==> src/design/soca_pkg.sv <==
// Shared types and constants for the stereo overlap crossfade assembler.
`timescale 1ns / 1ps
`default_nettype none

package soca_pkg;

  localparam int unsigned SampleW       = 16;
  localparam int unsigned MaxOverlapDef = 1024;
  localparam int unsigned WindowW       = 20;
  localparam int unsigned OverlapW      = 11;
  localparam int unsigned StepW         = 17;
  localparam int unsigned TargetW       = 32;
  localparam int unsigned PosW          = 20;
  localparam int unsigned RampW         = 17;
  localparam int unsigned Q16Frac       = 16;
  localparam int unsigned ProdW         = SampleW + 1 + RampW + 1;
  localparam int unsigned SumW          = SampleW + Q16Frac + 4;
  localparam int unsigned ApbAddrW      = 4;
  localparam int unsigned ApbDataW      = 32;
  localparam int unsigned FifoDepth     = 4;
  localparam int unsigned FifoPtrW      = 2;
  localparam int unsigned FifoCntW      = 3;

  localparam logic [RampW-1:0] Q16One = 17'h10000;
  localparam logic [SumW-1:0]  Q16Half = 36'h8000;

  localparam logic [WindowW-1:0]  WindowRst  = 20'd4096;
  localparam logic [OverlapW-1:0] OverlapRst = 11'd1024;
  localparam logic [StepW-1:0]    StepRst    = 17'd64;
  localparam logic [TargetW-1:0]  TargetRst  = 32'd0;

  typedef enum logic [1:0] {
    RegWindow  = 2'd0,
    RegOverlap = 2'd1,
    RegStep    = 2'd2,
    RegTarget  = 2'd3
  } reg_idx_e;

  typedef struct packed {
    logic signed [SampleW-1:0] left_in;
    logic signed [SampleW-1:0] right_in;
    logic                      final_window;
  } in_item_t;

  typedef struct packed {
    logic signed [SampleW-1:0] left_out;
    logic signed [SampleW-1:0] right_out;
    logic                      end_of_stream;
  } out_item_t;

  typedef struct packed {
    logic [WindowW-1:0]  window_samples;
    logic [OverlapW-1:0] overlap_len;
    logic [StepW-1:0]    alpha_step;
    logic [TargetW-1:0]  keep_count;
  } cfg_t;

  typedef struct packed {
    logic                      blend;
    logic                      wr;
    logic                      emit;
    logic                      eos;
    logic [RampW-1:0]          alpha;
    logic signed [SampleW-1:0] left;
    logic signed [SampleW-1:0] right;
  } op_t;

endpackage

`default_nettype wire

==> src/design/soca_regs.sv <==
// APB configuration registers.
`timescale 1ns / 1ps
`default_nettype none

module soca_regs (
  input  wire logic                          clk_i,
  input  wire logic                          rst_ni,
  input  wire logic                          psel,
  input  wire logic                          penable,
  input  wire logic                          pwrite,
  input  wire logic [soca_pkg::ApbAddrW-1:0] paddr,
  input  wire logic [soca_pkg::ApbDataW-1:0] pwdata,
  output logic      [soca_pkg::ApbDataW-1:0] prdata,
  output logic                               pready,
  output soca_pkg::cfg_t                     cfg_o
);
  import soca_pkg::*;

  cfg_t     cfg_q, cfg_d;
  reg_idx_e idx;
  logic     wr_en;

  assign pready = 1'b1;
  assign idx    = reg_idx_e'(paddr[ApbAddrW-1:2]);
  assign wr_en  = psel && penable && pwrite && pready;

  always_comb begin
    cfg_d = cfg_q;
    if (wr_en) begin
      unique case (idx)
        RegWindow:  cfg_d.window_samples = pwdata[WindowW-1:0];
        RegOverlap: cfg_d.overlap_len    = pwdata[OverlapW-1:0];
        RegStep:    cfg_d.alpha_step     = pwdata[StepW-1:0];
        RegTarget:  cfg_d.keep_count     = pwdata[TargetW-1:0];
        default:    cfg_d = cfg_q;
      endcase
    end
  end

  always_comb begin
    unique case (idx)
      RegWindow:  prdata = ApbDataW'(cfg_q.window_samples);
      RegOverlap: prdata = ApbDataW'(cfg_q.overlap_len);
      RegStep:    prdata = ApbDataW'(cfg_q.alpha_step);
      RegTarget:  prdata = ApbDataW'(cfg_q.keep_count);
      default:    prdata = '0;
    endcase
  end

  always_ff @(posedge clk_i or negedge rst_ni) begin
    if (!rst_ni) begin
      cfg_q.window_samples <= WindowRst;
      cfg_q.overlap_len    <= OverlapRst;
      cfg_q.alpha_step     <= StepRst;
      cfg_q.keep_count     <= TargetRst;
    end else begin
      cfg_q <= cfg_d;
    end
  end

  assign cfg_o = cfg_q;

endmodule

`default_nettype wire

==> config.mk <==
export PLATFORM = sky130hd
export DESIGN_NAME = soca_regs
export DESIGN_NICKNAME = d
export VERILOG_FILES = /design/src/design/soca_pkg.sv /design/src/design/soca_regs.sv
export SDC_FILE = /design/constraint.sdc
export NUM_CORES = 1
export LEC_CHECK = 0
export ABC_AREA = 1
export BUFFER_PORTS_ARGS = -buffer_cell sky130_fd_sc_hd__clkbuf_2
export CAP_MARGIN = 10
export CORE_UTILIZATION = 44
export DETAILED_ROUTE_END_ITERATION = 10
export PLACE_DENSITY = 0.83
export SETUP_SLACK_MARGIN = 0.15
export SYNTH_ARGS = -nofsm -noshare
export SYNTH_HDL_FRONTEND = slang
export SYNTH_SLANG_ARGS = --single-unit
==> constraint.sdc <==
create_clock -name clk_i -period 0.9 [get_ports clk_i]
set_clock_uncertainty 0.05 [all_clocks]
set_input_delay 0.09 -clock clk_i [delete_from_list [all_inputs] [get_ports clk_i]]
set_output_delay 0.09 -clock clk_i [all_outputs]
set_load 0.1 [all_outputs]
==> results of run 1 <==
[per-stage QoR]
| stage | TNS [ns] | hold WS [ns] | instances |
|---|---|---|---|
| after floorplan | -17.56 | -0.256 | 481 |
| after detailed placement | -48.07 | -0.0122 | 818 |
| after global placement | -34.13 | -0.0226 | 818 |
[kinds of logic after synthesis]
family | synth area share, %
other cells | 0.0987
buf+inv | 7.02
simple gates | 40.1
flops | 52.8
[synth_stat cells, types with 2 or more instances]
master / n
inv_2: 2
dfstp_2: 3
nand4_1: 11
buf_2: 6
buf_4: 5
nor2_1: 15
nand2_2: 10
clkbuf_1: 6
buf_6: 9
nand2_4: 3
nor2_8: 2
nand2_1: 273
nand3_1: 39
inv_1: 14
dfrtp_1: 77
==> run metrics, run 1 <==
Vert. Die Dim=94.9 um; Mapped Area=0.00380 mm2; post-CTS sizing=242; Syn. warnings=0; Die Width=roughly 95 um; Setup WS pre-CTS=-0.544 ns; Yosys reg bits=80; Clock Root Buffer=clkbuf_8; final RePlAce weighted congestion=0.886; placed instance area=0.00799 mm2; main flop type after synthesis=dfrtp_1; Mapped Nets=522; clock buffer count from CTS=9; Synth async-reset ratio=100%; H-Tree Depth=3; Synth area leaders=dfrtp_1 51%, nand2_1 27%, nand3_1 5.1%; Post-CTS Setup Bufs=33; clock sinks=80; outcome=aborted with a tool error; post-synth top area share=between 50% and 60%; Stopped at=4_1_cts; # IOs=154; post-synthesis sequential area ratio=52.8%; Mapped Cells=481; Error=[ERROR DPL-0038] Utilization greater than 100%, impossible to legalize; cts hold-fix bufs=31; Port Buffers=150; count of cell types in the netlist=21; post-synth top area cell=dfrtp_1; DP HPWL=~15000 um; Post-synth EDFFs=0; num rows=33; Max Root-Sink Buffers=2; initial core utilization=between 40% and 50%; Mapped Avg Cell Area=roughly 8 um2
==> run 2, diff against run 1 <==
--- a/config.mk
+++ b/config.mk
@@ -8,10 +8,9 @@
 export ABC_AREA = 1
 export BUFFER_PORTS_ARGS = -buffer_cell sky130_fd_sc_hd__clkbuf_2
 export CAP_MARGIN = 10
-export CORE_UTILIZATION = 44
+export CORE_UTILIZATION = 40
 export DETAILED_ROUTE_END_ITERATION = 10
-export PLACE_DENSITY = 0.83
-export SETUP_SLACK_MARGIN = 0.15
+export PLACE_DENSITY_LB_ADDON = 0.15
 export SYNTH_ARGS = -nofsm -noshare
 export SYNTH_HDL_FRONTEND = slang
 export SYNTH_SLANG_ARGS = --single-unit
==> constraint.sdc (replaced) <==
create_clock -name clk_i -period 1.2 [get_ports clk_i]
set_clock_uncertainty 0.05 [all_clocks]
set_input_delay 0.12 -clock clk_i [delete_from_list [all_inputs] [get_ports clk_i]]
set_output_delay 0.12 -clock clk_i [all_outputs]
set_load 0.1 [all_outputs]
==> run 2 against run 1 <==
The flow now finishes, with violations (negative setup slack). Synthesized cell count did not move. Synthesized area unchanged.
==> run metrics, run 2 <==
period utilization=140%; # IOs=154 (unchanged); Post-Layout Cell Count=903; final antenna-violating net count=0; clock sinks=80 (unchanged); Clock Pin Slew Worst Setup and Hold Paths=0.10 ns; count of cell types in the netlist=21 (unchanged); Critical Path End Type=output port; CTS tree=yes; Syn. warnings=0 (unchanged); CP max stage cell=dfrtp_4; Worst Slack Setup Final=-0.480 ns; share of cells above drive strength 1=about three fifths; Hold Violations, Final=0; Period minus WS final=1.68 ns; CP Buf/Inv Count=1; Synth async-reset ratio=100% (unchanged); max-cap violations=0; Vert. Die Dim=99.5 um (+4.8%); area delta synth->final=134%; Multi-input gate area=0.00205 mm2; outcome=finished, violations left; Total Nets Final=810; DP HPWL=9490 um (-38%); CP startpoint kind=flip-flop; Leakage=around 4.3 nW; CP Cell Sequence=nand3_2 -> nand4_1 -> buf_12; WL/cell=26.0 um; fillers=194; CP max stage delay=between 0.5 and 0.6 ns; worst skew pair latency=0.38 ns; count of pins over their slew limit=0; initial core utilization=41.1% (-4.7 points); Worst Setup EP=prdata[10]; Achievable Freq=595 MHz; largest net degree at the start of global routing=81; vias=5403; Max Root-Sink Buffers=2 (unchanged); Largest delay share family, worst path=flip-flops; Clock Root Buffer=clkbuf_8; Pwr Density=2120 mW/mm2; vias per cell=5.98; Mapped Cells=481 (unchanged); total congestion overflow=0; R2R setup slack=-0.01 ns; most common library cell in the layout ignoring fill and taps=nand2_1; Synth area leaders=dfrtp_1 51%, nand2_1 27%, nand3_1 5.1%; Tot Pwr=0.0188 W; most frequent cells in the layout=244 x nand2_1, 124 x buf_12, 72 x dfrtp_4, 57 x buf_6, 52 x buf_4; First DRT Iteration DRCs=537; r2r endpoint=cfg_o[13]$_DFFE_PN0P_; hold crit path type=in2async; count of final setup violators=112; Port Buffers=150 (unchanged); global-route wire length before repair=30300 um; final RePlAce weighted congestion=0.802 (-9.5%); Core Area=0.00924 mm2; Placed Instances=770 (-5.9%); CP Depth=3; post-synth top area cell=dfrtp_1; GRT Total Usage=41.3%; Antenna Cells=0; Crit Path Category=reg2out; RSZ-0062 raised after global routing=true; clock buffer count from CTS=9 (unchanged); Critical Path Source=cfg_o[10]$_DFFE_PN0P_; VDD IR max=0.00165 V; Reg2Reg Depth=5; Mapped Area=0.00380 mm2 (unchanged); most common cell in the netlist=nand2_1; DRC errors left=0; Mapped Nets=522 (unchanged); Mapped Avg Cell Area=7.90 um2 (unchanged); main flop type after synthesis=dfrtp_1; Largest register FFs=80; CP Max Fanout=3; most frequent cells after synthesis=273 x nand2_1, 77 x dfrtp_1, 39 x nand3_1, 15 x nor2_1, 14 x inv_1; reg-to-reg critical path startpoint=cfg_o[13]$_DFFE_PN0P_; failing checks=negative setup slack; Post-synth EDFFs=0 (unchanged); num rows=35 (+6.1%); vias in the first global route=5390; H-Tree Depth=3 (unchanged); final WL=23500 um; post-synth top area share=50.7% (unchanged); register area=0.00229 mm2; drt pass-1 iters=6; Yosys reg bits=80 (unchanged); Die Width=99.5 um (+4.8%); initial antenna violation count=0; Worst EP required=1.03 ns; post-synthesis sequential area ratio=52.8% (unchanged); Die ar.=0.00989 mm2; Data arrival, critical path=1.51 ns
## run 2: worst min path at each step
stage	slack [ns]	startpoint	to	depth (start not counted)
detailed placement	0.13	rst_ni	cfg_o[21]$_DFFE_PN0P_	2
floorplan	-0.23	rst_ni	cfg_o[20]$_DFFE_PN0P_	0
global placement	0.13	rst_ni	cfg_o[30]$_DFFE_PN0P_	2
finish	0.27	rst_ni	cfg_o[21]$_DFFE_PN0P_	3
global route	0.28	penable	cfg_o[36]$_DFFE_PN0P_	5
CTS	0.26	penable	cfg_o[38]$_DFFE_PN1P_	5
## run 2: cells by family after synthesis
group,Yosys count,synth area share (%)
simple gates,356,40.1
other cells,1,0.0987
flops,80,52.8
buf+inv,44,7.02
## run 2: layer usage
metal | global-route usage (%) | vias to the layer above | share of wire [%]
li1 | - | 2055 | -
met2 | 73.8 | 543 | 50
met1 | 44.2 | 2598 | 32
met5 | 0 | - | 0
met3 | 7.45 | 207 | 9.0
met4 | 29.0 | 0 | 9.0
## run 2: layout make-up
| type | instances | share of cell area [%] |
|---|---|---|
| timing repair buffer | 303 | 45.5 |
| tap | 129 | 1.82 |
| clock buffer | 10 | 1.44 |
| sequential | 80 | 25.8 |
| multi-input combinational | 357 | 23.1 |
| clock inverter | 6 | 1.23 |
| inverter | 18 | 1.07 |
## run 2: power by group
group	internal [W]	leakage [nW]	switching [W]
logic	0.00435	3.28	0.00749
clock network	0.00138	0.120	0.00119
registers	0.00361	0.907	0.000818
## run 2: per-stage QoR
step / hold WS [ns] / utilization, % / area [um2] / setup TNS (ns) / setup WS [ns]
global placement: 0.125 / 78.7 / 7270 / -9.27 / -0.155
floorplan: -0.226 / - / 4470 / -8.39 / -0.628
detailed placement: 0.127 / 78.7 / 7270 / -15.54 / -0.214
CTS: 0.255 / 94.0 / 8690 / -12.01 / -0.356
global route: 0.284 / 96.1 / 8880 / -18.37 / -0.477
finish: 0.268 / 96.1 / 8880 / -17.40 / -0.480
## run 2: worst min-delay path: stages
cell           delay [ns]
dlygate4sd3_1        0.55
buf_4                0.13
buf_12               0.33
## run 2: repair_timing
action | 4_1_cts | 5_1_grt
gates resized for setup | 81 | 42
pin swaps | 34 | 19
hold endpoints to repair | 155 | 0
setup endpoints to repair | 104 | 108
hold buffers | 33 | 0
gates cloned | 0 | 0
setup buffers | 69 | 37
(Power assumes the default switching activity.)
==> run 3, diff against run 2 <==
==> constraint.sdc (replaced) <==
create_clock -name clk_i -period 1.65 [get_ports clk_i]
set_clock_uncertainty 0.05 [all_clocks]
set_input_delay 0.165 -clock clk_i [delete_from_list [all_inputs] [get_ports clk_i]]
set_output_delay 0.165 -clock clk_i [all_outputs]
set_load 0.1 [all_outputs]
==> run 3 against run 2 <==
First-iteration DRC count fell by 72%. Register-to-register slack improved by 0.80 ns. Sequential share of layout area rose by 10 points. The run now ends clean. Hold slack got worse by 0.25 ns. Via count fell by 31%. Global-route usage fell by 16 points. Routed wire length fell by 52%. Cell count fell by 12%.
==> run metrics, run 3 (same netlist as run 2, synthesis figures left out) <==
outcome=complete, no violations; count of final setup violators=0 (-100%); Core Area=0.00924 mm2 (unchanged); VDD IR max=0.000899 V (-45%); Antenna Cells=0 (unchanged); period utilization=about 97%; final hold slack=0.0227 ns (-0.245 ns); Worst EP required=1.43 ns (+0.40 ns); setup TNS=0 ns (+17.40 ns); final antenna-violating net count=0 (unchanged); Period minus WS final=between 1.5 and 2 ns; drt pass-1 iters=4 (-2); Port Buffers=150 (unchanged); Die ar.=0.00989 mm2 (unchanged); Critical Path End Type=output port; Die Width=99.5 um (unchanged); vias=3745 (-31%); Clock Pin Slew Worst Setup and Hold Paths=0.08 ns (-0.02 ns); Worst Slack Setup Final=0.0488 ns (+0.529 ns); Sw Share=57.2% (+6.8 points); placed instance area=0.00563 mm2 (-23%); Psw=0.00569 W (-40%); Largest register FFs=80 (unchanged); total congestion overflow=0 (unchanged); initial core utilization=41.1% (unchanged); final WL=11400 um (-52%); Int Power=0.00426 W (-54%); global-route wire length before repair=18800 um (-38%); Setup WS pre-CTS=0.156 ns (+0.370 ns); GRT Total Usage=24.8% (-16 points); Achievable Freq=625 MHz; worst skew pair latency=0.35 ns (-0.03 ns); initial antenna violation count=0 (unchanged); area delta synth->final=60.9%; Design Area, Final=0.00611 mm2 (-31%); max-cap violations=0 (unchanged); Hold Violations, Final=0 (unchanged); sequential power share=29.4% (+5.9 points); CP startpoint kind=flip-flop; CP Cell Sequence=nand3_2 -> nand4_1 -> buf_12; largest net degree at the start of global routing=41 (-49%); CP max stage delay=0.64 ns (+0.12 ns); R2R setup slack=0.79 ns (+0.80 ns); vias in the first global route=3693 (-31%); Leakage=3.07 nW (-29%); DP HPWL=7850 um (-17%); grt met2 use=40.4% (-33 points); Vert. Die Dim=99.5 um (unchanged); post-CTS sizing=0 (-100%); Gate power share=56.5% (-6.3 points); clock buffer count from CTS=9 (unchanged); vias per cell=4.71 (-21%); Total Nets Final=703 (-13%); hold crit path type=in2reg; Max Root-Sink Buffers=2 (unchanged); share of cells above drive strength 1=50.2% (-12 points); CP Max Fanout=3 (unchanged); most common library cell in the layout ignoring fill and taps=nand2_1; met3 usage=5.06% (-2.4 points); final RePlAce weighted congestion=0.766 (-4.5%); count of pins over their slew limit=0 (unchanged); H-Tree Depth=3 (unchanged); Crit Path Category=reg2out; Clock Root Buffer=clkbuf_8; # IOs=154 (unchanged); Final Core Density=66.2% (-30 points); CTS tree=yes; M1 GR Usage=32.6% (-12 points); fillers=771 (+300%); WL/cell=14.3 um (-45%); actual slew at the worst max-slew pin=0.565 ns; power share of the clock group=14.1% (+0.4 points); DRC errors left=0 (unchanged); First DRT Iteration DRCs=149 (-72%); worst rel slew slack=62.5%; most frequent cells in the layout=270 x nand2_1, 115 x clkbuf_2, 38 x dfrtp_4, 38 x dfrtp_2, 36 x nand3_2; Pwr Density=1630 mW/mm2 (-23%); RSZ-0062 raised after global routing=false; Most Crowded Layer GR=met2; num rows=35 (unchanged); clock sinks=80 (unchanged); Data arrival, critical path=1.39 ns (-0.12 ns); CP max stage cell=dfstp_4
run 3: cell count changes in the layout (fill, tap and decap cells not counted), sizes merged:
cell	change
clkbuf	+77
clkinvlp	+1
dlygate4sd3	-3
bufinv	-2
clkinv	+1
buf	-182
run 3: power by group through the flow:
stage	logic, W	registers (W)	clock network, W
floorplan	0.00145	0.00588	0
global placement	0.00554	0.00295	0
detailed placement	0.00558	0.00296	0
CTS	0.00564	0.00292	0.00144
global route	0.00581	0.00298	0.00152
finish	0.00561	0.00293	0.00140
run 3: cell type report:
type                       count  area (um2)  area share [%]
clock buffer                   9         124            2.03
clock inverter                 6        61.3            1.00
inverter                      18        75.1            1.23
multi-input combinational    357        1800            29.5
sequential                    80        2200            36.0
tap                          129         161            2.64
timing repair buffer         196        1680            27.5
run 3: metal layers:
| metal | routed length (um) | vias up |
|---|---|---|
| met5 | 0 | - |
| met4 | 243 | 0 |
| li1 | - | 1828 |
| met2 | 5600 | 138 |
| met3 | 780 | 20 |
| met1 | 4760 | 1759 |
run 3: repair_timing:
item,4_1_cts,5_1_grt
setup endpoints to repair,0,2
buffers inserted,0,0
hold buffers,30,0
hold endpoints to repair,130,0
run 3: path summary, 6_finish.rpt:
path / to / cells past startpoint / start
hold / removal: cfg_o[56]$_DFFE_PN0P_ / 3 / pwdata[7]
min in group asynchronous: cfg_o[69]$_DFFE_PN0P_ / 2 / rst_ni
setup / recovery: prdata[6] / 3 / cfg_o[38]$_DFFE_PN1P_
hold reg to reg: cfg_o[72]$_DFFE_PN1P_ / 2 / cfg_o[72]$_DFFE_PN1P_
setup reg to reg: cfg_o[59]$_DFFE_PN1P_ / 2 / cfg_o[59]$_DFFE_PN1P_
max in group asynchronous: cfg_o[0]$_DFFE_PN0P_ / 3 / rst_ni
run 3: stage by stage:
stage,std cells,power (W)
after floorplan,481,0.00733
after global placement,750,0.00849
after detailed placement,750,0.00854
after CTS,795,0.0100
after global routing,795,0.0103
final,795,0.00994
run 3: critical path: cells and delay by family, from the launching register on:
| kind | cells | cell delay [ns] |
|---|---|---|
| AND/OR/NAND/NOR | 2 | 0.20 |
| flip-flops | 1 | 0.64 |
| buffers and inverters | 1 | 0.19 |
==> run 4, diff against run 3 <==
--- a/config.mk
+++ b/config.mk
@@ -10,6 +10,7 @@
 export CAP_MARGIN = 10
 export CORE_UTILIZATION = 40
 export DETAILED_ROUTE_END_ITERATION = 10
+export MAX_ROUTING_LAYER = met4
 export PLACE_DENSITY_LB_ADDON = 0.15
 export SYNTH_ARGS = -nofsm -noshare
 export SYNTH_HDL_FRONTEND = slang
==> run 4 against run 3 <==
Sequential power is essentially flat. Routed wire length barely moved. Highest routed layer unchanged. Global-route usage grew 0.76 points. Non-clock buffer count did not move.
==> run metrics, run 4 (same netlist as run 2, synthesis figures left out) <==
initial antenna violation count=0 (unchanged); Largest register FFs=80 (unchanged); Worst EP required=1.43 ns (about the same); Die Width=99.5 um (unchanged); CP startpoint kind=flip-flop; Final Core Density=66.2% (unchanged); Largest delay share family, worst path=flip-flops; CTS tree=yes; Clock Pin Slew Worst Setup and Hold Paths=0.08 ns (about the same); actual slew at the worst max-slew pin=0.566 ns (+0.00135 ns); Antenna Cells=0 (unchanged); First DRT Iteration DRCs=132 (-11%); outcome=complete, no violations; share of cells above drive strength 1=50.2% (unchanged); num rows=35 (unchanged); H-Tree Depth=3 (unchanged); CP max stage delay=0.64 ns (about the same); clock buffer count from CTS=9 (unchanged); max-cap violations=0 (unchanged); VDD IR max=0.000897 V (-0.24%); GRT Total Usage=25.6% (+0.76 points); WL/cell=14.3 um (about the same); Critical Path End Type=output port; CP Buf/Inv Count=1 (unchanged); final RePlAce weighted congestion=0.776 (+1.3%); vias=3751 (+0.16%); Core Area=0.00924 mm2 (unchanged); worst skew pair latency=0.34 ns (about the same); clock sinks=80 (unchanged); largest net degree at the start of global routing=41 (unchanged); Clock Root Buffer=clkbuf_8; # IOs=154 (unchanged); Max Root-Sink Buffers=2 (unchanged); Leakage=3.07 nW (unchanged); area delta synth->final=60.9% (unchanged); global-route wire length before repair=18800 um (about the same); period utilization=96.9% (-0.13 points); drt pass-1 iters=4 (unchanged); fillers=771 (unchanged); total congestion overflow=0 (unchanged); setup TNS=0 ns (unchanged); final WL=11400 um (about the same); worst rel slew slack=62.4% (-0.090 points); DRC errors left=0 (unchanged); Crit Path Category=reg2out; most frequent cells in the layout=270 x nand2_1, 115 x clkbuf_2, 38 x dfrtp_4, 38 x dfrtp_2, 36 x nand3_2; CP Max Fanout=3 (unchanged); Data arrival, critical path=1.38 ns (about the same); Hold Violations, Final=0 (unchanged); CP Cell Sequence=nand3_2 -> nand4_1 -> buf_12; RSZ-0062 raised after global routing=false; CP max stage cell=dfstp_4; Period minus WS final=1.60 ns (-0.00211 ns); Port Buffers=150 (unchanged); vias in the first global route=3691 (-0.054%); DP HPWL=7850 um (unchanged); Die ar.=0.00989 mm2 (unchanged); initial core utilization=41.1% (unchanged); vias per cell=4.72 (+0.16%); Pwr Density=1630 mW/mm2 (about the same); most common library cell in the layout ignoring fill and taps=nand2_1; count of final setup violators=0 (unchanged); Total Nets Final=703 (unchanged); final antenna-violating net count=0 (unchanged); hold crit path type=in2reg; Achievable Freq=625 MHz (+0.13%); Vert. Die Dim=99.5 um (unchanged); count of pins over their slew limit=0 (unchanged)
-- run 4: layer usage --
layer	global-route usage (%)	vias to the layer above	wire length, um
li1	-	1830	-
met5	-	-	0
met3	4.43	19	648
met1	33.0	1757	4920
met2	40.4	145	5610
met4	10.1	0	201
-- run 4: path summary, 6_finish.rpt --
check	from	endpoint	slack [ns]	cells after the start
worst min register to register	cfg_o[72]$_DFFE_PN1P_	cfg_o[72]$_DFFE_PN1P_	0.44	2
min in group asynchronous	rst_ni	cfg_o[69]$_DFFE_PN0P_	0.10	2
max in group asynchronous	rst_ni	cfg_o[0]$_DFFE_PN0P_	0.73	3
worst min-delay path	pwdata[7]	cfg_o[56]$_DFFE_PN0P_	0.02	3
worst max-delay path	cfg_o[38]$_DFFE_PN1P_	prdata[6]	0.05	3
worst max register to register	cfg_o[59]$_DFFE_PN1P_	cfg_o[59]$_DFFE_PN1P_	0.79	2
-- run 4: area by class of cell --
cell class | instances | area, um2 | area share, %
timing repair buffer | 196 | 1680 | 27.5
multi-input combinational | 357 | 1800 | 29.5
clock inverter | 6 | 61.3 | 1.00
tap | 129 | 161 | 2.64
inverter | 18 | 75.1 | 1.23
clock buffer | 9 | 124 | 2.03
sequential | 80 | 2200 | 36.0
-- run 4: through the flow --
stage          cell area [um2]  hold slack (ns)  worst slack, ns  cells  power [W]
4_1_cts                   6110          0.00194           0.0228    795     0.0100
3_5_place_dp              5630          -0.0808            0.156    750    0.00854
5_1_grt                   6110           0.0197          0.00360    795     0.0103
3_3_place_gp              5630          -0.0821            0.171    750    0.00849
2_1_floorplan             4270           -0.181           -0.223    481    0.00733
6_report                  6110           0.0239           0.0509    795    0.00994
-- run 4: timing repair --
action                     4_1_cts  5_1_grt
hold endpoints to repair       130        0
buffers inserted                 0        0
hold buffers                    30        0
setup endpoints to repair        0        2
gates resized for setup          0        0
-- run 4: where the power goes --
| part | total, W | internal [W] | switching, W |
|---|---|---|---|
| Clock | 0.00140 | 0.000685 | 0.000711 |
| Combinational | 0.00562 | 0.00103 | 0.00458 |
| Sequential | 0.00293 | 0.00254 | 0.000387 |
| Total | 0.00994 | 0.00426 | 0.00568 |
-- run 4: worst reg2reg max path, delay by kind of cell (launching register included) --
kind	cells	cell delay [ns]
flops	1	0.63
simple gates	2	0.12
